$ cat src/purt_pkg.sv
`timescale 1ns / 1ps
`default_nettype none
package purt_pkg;

    localparam int VISIBLE_LINES   = 240;
    localparam int LINES_PER_FRAME = 262;
    localparam int DOTS_PER_LINE   = 341;
    localparam int NAME_BYTES      = 2048;
    localparam int NAME_AW         = $clog2(NAME_BYTES);

    typedef enum logic [1:0] {
        CMD_READ  = 2'd0,
        CMD_WRITE = 2'd1,
        CMD_TICK  = 2'd2,
        CMD_NONE  = 2'd3
    } cmd_t;

    localparam logic [2:0] REG_CTRL   = 3'd0;
    localparam logic [2:0] REG_MASK   = 3'd1;
    localparam logic [2:0] REG_STATUS = 3'd2;
    localparam logic [2:0] REG_OAMADR = 3'd3;
    localparam logic [2:0] REG_OAMDAT = 3'd4;
    localparam logic [2:0] REG_SCROLL = 3'd5;
    localparam logic [2:0] REG_ADDR   = 3'd6;
    localparam logic [2:0] REG_DATA   = 3'd7;

    typedef enum logic [1:0] {
        ST_IDLE,
        ST_EXEC,
        ST_FINISH,
        ST_OUT
    } state_t;

    // Commands from controller to datapath.
    typedef struct packed {
        logic load;   // capture the incoming item
        logic exec;   // issue memory read, compute everything but read-dependent state
        logic finish; // apply read data and form the result
    } ctl_t;

    typedef struct packed {
        logic [1:0] command;
        logic [2:0] reg_select;
        logic [7:0] write_data;
    } item_t;

    typedef struct packed {
        logic [7:0] read_data;
        logic       nmi_request;
        logic [8:0] line_now;
        logic [8:0] dot_now;
    } result_t;

    function automatic logic [NAME_AW-1:0] name_index(logic [14:0] a, logic [1:0] mode);
        logic [11:0] off;
        off = a[11:0];
        if (mode == 2'd1)
            return {off[11], off[9:0]};
        return off[10:0];
    endfunction

    function automatic logic [4:0] pal_index(logic [14:0] a);
        logic [4:0] p;
        p = a[4:0];
        if ((p & 5'h13) == 5'h10)
            p = p ^ 5'h10;
        return p;
    endfunction

endpackage
`default_nettype wire

$ cat src/purt_ctrl.sv
`timescale 1ns / 1ps
`default_nettype none
module purt_ctrl
    import purt_pkg::*;
(
    input  wire logic clk,
    input  wire logic rst_n,
    input  wire logic in_valid,
    output logic      in_ready,
    output logic      out_valid,
    input  wire logic out_ready,
    output ctl_t      ctl
);
    state_t state_reg, state_next;

    always_ff @(posedge clk or negedge rst_n)
    begin
        if (!rst_n)
            state_reg <= ST_IDLE;
        else
            state_reg <= state_next;
    end

    always_comb
    begin
        state_next = state_reg;
        ctl        = '0;
        in_ready   = 1'b0;
        out_valid  = 1'b0;
        unique case (state_reg)
            ST_IDLE:
            begin
                in_ready = 1'b1;
                if (in_valid)
                begin
                    ctl.load   = 1'b1;
                    state_next = ST_EXEC;
                end
            end
            ST_EXEC:
            begin
                ctl.exec   = 1'b1;
                state_next = ST_FINISH;
            end
            ST_FINISH:
            begin
                ctl.finish = 1'b1;
                state_next = ST_OUT;
            end
            ST_OUT:
            begin
                out_valid = 1'b1;
                if (out_ready)
                    state_next = ST_IDLE;
            end
            default: state_next = ST_IDLE;
        endcase
    end

    a_one_phase: assert property (@(posedge clk) disable iff (!rst_n)
        !(in_ready && out_valid))
        else $error("input taken while a result is pending");
    a_exec_follows_load: assert property (@(posedge clk) disable iff (!rst_n)
        ctl.load |=> ctl.exec)
        else $error("execute did not follow load");
    a_finish_follows_exec: assert property (@(posedge clk) disable iff (!rst_n)
        ctl.exec |=> ctl.finish)
        else $error("finish did not follow execute");
endmodule
`default_nettype wire

$ cat config.mk
export PLATFORM = sky130hd
export DESIGN_NAME = purt_ctrl
export DESIGN_NICKNAME = d
export VERILOG_FILES = /design/src/purt_pkg.sv /design/src/purt_ctrl.sv
export SDC_FILE = /design/constraint.sdc
export NUM_CORES = 1
export LEC_CHECK = 0
export ABC_AREA = 1
export ABC_CLOCK_PERIOD_IN_PS = 1320
export BUFFER_PORTS_ARGS = -buffer_cell sky130_fd_sc_hd__buf_2
export CORE_AREA = 2 2 39 41
export CTS_CLUSTER_SIZE = 28
export DETAILED_ROUTE_END_ITERATION = 12
export DIE_AREA = 0 0 41 43
export SYNTH_ARGS = -nofsm -noshare
export SYNTH_HDL_FRONTEND = slang
export SYNTH_SLANG_ARGS = --single-unit
$ cat constraint.sdc
create_clock -name clk -period 1.32 [get_ports clk]
set_input_delay 0.066 -clock clk [delete_from_list [all_inputs] [get_ports clk]]
set_output_delay 0.066 -clock clk [all_outputs]
set_load 0.005 [all_outputs]
---- Word level (Yosys, flattened, before mapping) ----
Index checks and enable logic that the tools add are counted.
word-level totals
  register bits after elaboration ......... 2
  input bits .............................. 4
  output and inout bits ................... 5
  word-level logic and storage cells ...... 17
operators by class
  eq/ne operators ......................... 5
  multiplexer cells ....................... 9
  reductions and logical operators ........ 2
operator list
  operator                                                                number
  2-bit case mux with 4 select lines                                      1
  1-bit two-way mux                                                       6
  2-bit equality test (second input constant)                             2
  2-bit two-way mux                                                       2
  2-bit inequality test (second input constant)                           2
  2-bit by 1-bit equality test with 1-bit output (second input constant)  1
  2-bit zero test                                                         1
  2-bit AND reduction                                                     1

---- Depth between registers and ports, before layout ----
  depth in word-level cells ............... 3
  depth in mapped cells ................... 6
  gate-level depth less buffers ........... 6

---- Worst setup path before layout ----
Ideal clock, no wire load.
  path type ............................... register -> register
  from .................................... reg state_reg[0]
  to ...................................... reg state_reg[0]
  library setup time ...................... 0.117 ns
  data arrival time ....................... 0.908 ns
  data required time ...................... 1.203 ns
  path slack .............................. 0.295 ns
  cell stages (with the launch flop) ...... 7
  path buffers ............................ 0
  cell sequence ........................... dfrtp_1 inv_1 ha_1 nand2_2 nand2_2 nand2_1 nand2_1
on the way
  cells in the longest elaborated chain, start to end .. 3
  elaborated cells on any way between the ends .. 8
  classes of those cells .................. 5 x eq/ne; 1 x mux; 2 x reduce/logical
ends and longest elaborated chain
  element                                                 RTL line         text
  start: declaration                                      purt_ctrl.sv:14  state_t state_reg, state_next;
  start signal: assignment                                purt_ctrl.sv:21  state_reg <= state_next;
  2-bit equality test or 2-bit zero test (tied branches)  purt_ctrl.sv:30  unique case (state_reg)
  2-bit inequality test (no source line)                  -
  2-bit AND reduction (no source line)                    -
Parallel ways exist; a longest one is shown, timed or not.
A chain may end at the register's enable or synchronous reset.

==> impl_metrics.json <==
{
  "hold_viol": 0,
  "drv_cap": 0,
  "period_share_pct": 91.9,
  "crit_required_ns": 1.25,
  "synthXorXnorAreaFrac_pct": 0,
  "largest_register_ffs": 2,
  "cts_tree": "built",
  "syn_avg_cell_area_um2": 7.30,
  "synth_warnings": 0,
  "synth_top_family_by_area": "adder cells",
  "layout-drive-gt1-share_pct": 36.1,
  "synth-simple-area-share_pct": 27.9,
  "cts_buffer_depth": 2,
  "netlist_area_um2": 175,
  "setup_tns_ns": 0,
  "coreArea_um2": 1380,
  "cts_hold_buf": 1,
  "die-area_um2": 1760,
  "synth_fp_nets": 32,
  "rr_worst_depth": 6,
  "drt_iter0_markers": 1,
  "drc": 0,
  "worstReg2RegEnd": "state_reg[1]",
  "synth_compound_area_share_pct": 0,
  "synth_area_leaders": "dfrtp_1 29%, ha_1 29%, inv_1 15%, nand2_1 15%, nand2_2 7.1%",
  "total_leakage_power_nw": 0.175,
  "io_pins": 9,
  "syn_to_final_growth_pct": 52.9,
  "clock_sinks": 2,
  "ys_ff_latch": 2,
  "crit_type": "register to primary output",
  "p_per_area_nw_per_um2": 2150,
  "relSlewSlack_pct": 90.1,
  "slew_violations": 0,
  "clkTransAtPathRegs_ns": 0.03,
  "synth_common_cells": "7 x inv_1, 7 x nand2_1, 4 x ha_1",
  "postCtsSetupBuffers": 0,
  "grt_pass1_vias": 145,
  "drt-total-wl_um": 336,
  "h-tree-depth": 1,
  "fp.dieW_um": 41,
  "antenna_found_initial": 0,
  "r2r_setup_slack_ns": 0.23,
  "worstMarginPinSlew_ns": 0.148,
  "startpoint_type": "register",
  "nNetsFinal": 46,
  "synth_edf_count": 0,
  "ctsRootBufferMaster": "clkbuf_4",
  "ir_drop_v": 0.000331,
  "grt_max_degree": 5,
  "gr-usage-all-layers_pct": 4.52,
  "rsz0062_at_grt": "false",
  "arrival_ns": 1.15,
  "yosysTopAreaCell": "dfrtp_1",
  "cts_resized": 0,
  "synth_adder_area_share_pct": 28.6,
  "dr.pass1.iters": 2,
  "dr_total_vias": 166,
  "rows": 14,
  "fin_skew_ns": 0.00600,
  "clkLatencyLatePin_ns": 0.23,
  "yosys.cell_types.count": 6,
  "globalplace.congestion": 0.628,
  "insertedDiodeCount": 0,
  "finalNonFillerCells": 52,
  "synth_ff_type": "dfrtp_1",
  "wl_per_cell_um": 6.46,
  "async_flop_share_pct": 100,
  "numCtsBuffers": 3,
  "period_minus_slack_ns": 1.21,
  "vias_per_cell": 3.19,
  "ant_nets": 0,
  "place_inst": 48,
  "initial_core_util_pct": 12.7,
  "hold_class": "input port to asynchronous set/reset pin",
  "dpl.hpwl_um": 269,
  "endpoint_kind": "primary output",
  "muxShareOfSynthArea_pct": 0,
  "synth_top_area_share_pct": 28.6,
  "status": "finished, final reports clean",
  "reg2reg_from": "state_reg[0]",
  "io_buffers": 8,
  "grt_pass1_wl_um": 448,
  "setup_viol": 0,
  "critPathMaxFanout": 4,
  "syn_inst": 24,
  "yosysSeqAreaShare_pct": 28.6,
  "die_y_um": 43,
  "grt_overflow": 0,
  "fmax_ghz": 0.825
}
==> placed cells by master (no fill, tap or decap) <==
cell type	netlist	final
ha_1	4	4
dfrtp_1	2	2
nand2_2	2	2
dlygate4sd3_1	0	1
buf_2	0	8
nand2_1	7	7
inv_1	7	7
clkbuf_4	0	3
nand3_1	2	2
==> through the flow <==
step	total power, W	setup WS [ns]	util, %	cell area [µm²]	hold WS [ns]
after floorplan	0.000341	0.295	-	175	-0.230
after global placement	0.000442	0.256	17.0	235	-0.146
after detailed placement	0.000449	0.227	17.0	235	-0.145
after CTS	0.000596	0.0897	19.3	268	0.148
after global routing	0.000643	0.0114	19.3	268	0.172
final	0.000576	0.107	19.3	268	0.151
==> area by class of cell <==
cell class / instances / area [µm²]
Clock buffer: 3 / 22.5
Fill cell: 161 / 1120
Inverter: 7 / 26.3
Multi-Input combinational cell: 15 / 98.8
Sequential cell: 2 / 50.0
Tap cell: 16 / 20.0
Timing Repair Buffer: 9 / 50.0
==> cells by family after synthesis <==
kind of cell  count (synthesis)
buf+inv                       7
fa+ha+maj                     4
flops                         2
simple gates                 11
==> critical path, cell delays in order, from the launching register on <==
cell and delay [ns]:
dfrtp_1 0.40, inv_1 0.09, ha_1 0.22, nand2_1 0.06, inv_1 0.04, buf_2 0.10
==> where the power goes <==
part,internal (W),switching [W]
logic,0.000145,0.000165
registers,0.0000967,0.0000324
clock network,0.000100,0.0000365
==> how the worst max path moves through the flow <==
stage                             from           end  slack (ns)  cells after the start
after floorplan           state_reg[0]  state_reg[0]        0.30                      6
after global placement    state_reg[0]  state_reg[0]        0.26                      6
after detailed placement  state_reg[0]  state_reg[0]        0.23                      6
after CTS                 state_reg[0]        ctl[2]        0.09                      5
after global routing      state_reg[0]        ctl[2]        0.01                      5
final                     state_reg[0]        ctl[2]        0.11                      5
==> per-layer routing <==
| metal | track usage (%) | wire length (µm) | vias up |
|---|---|---|---|
| met1 | 2.89 | 138 | 67 |
| li1 | - | - | 93 |
| met4 | 8.00 | 0 | 0 |
| met5 | 0 | 0 | - |
| met3 | 3.14 | 29 | 0 |
| met2 | 5.63 | 168 | 6 |
(Power assumes the default switching activity.)
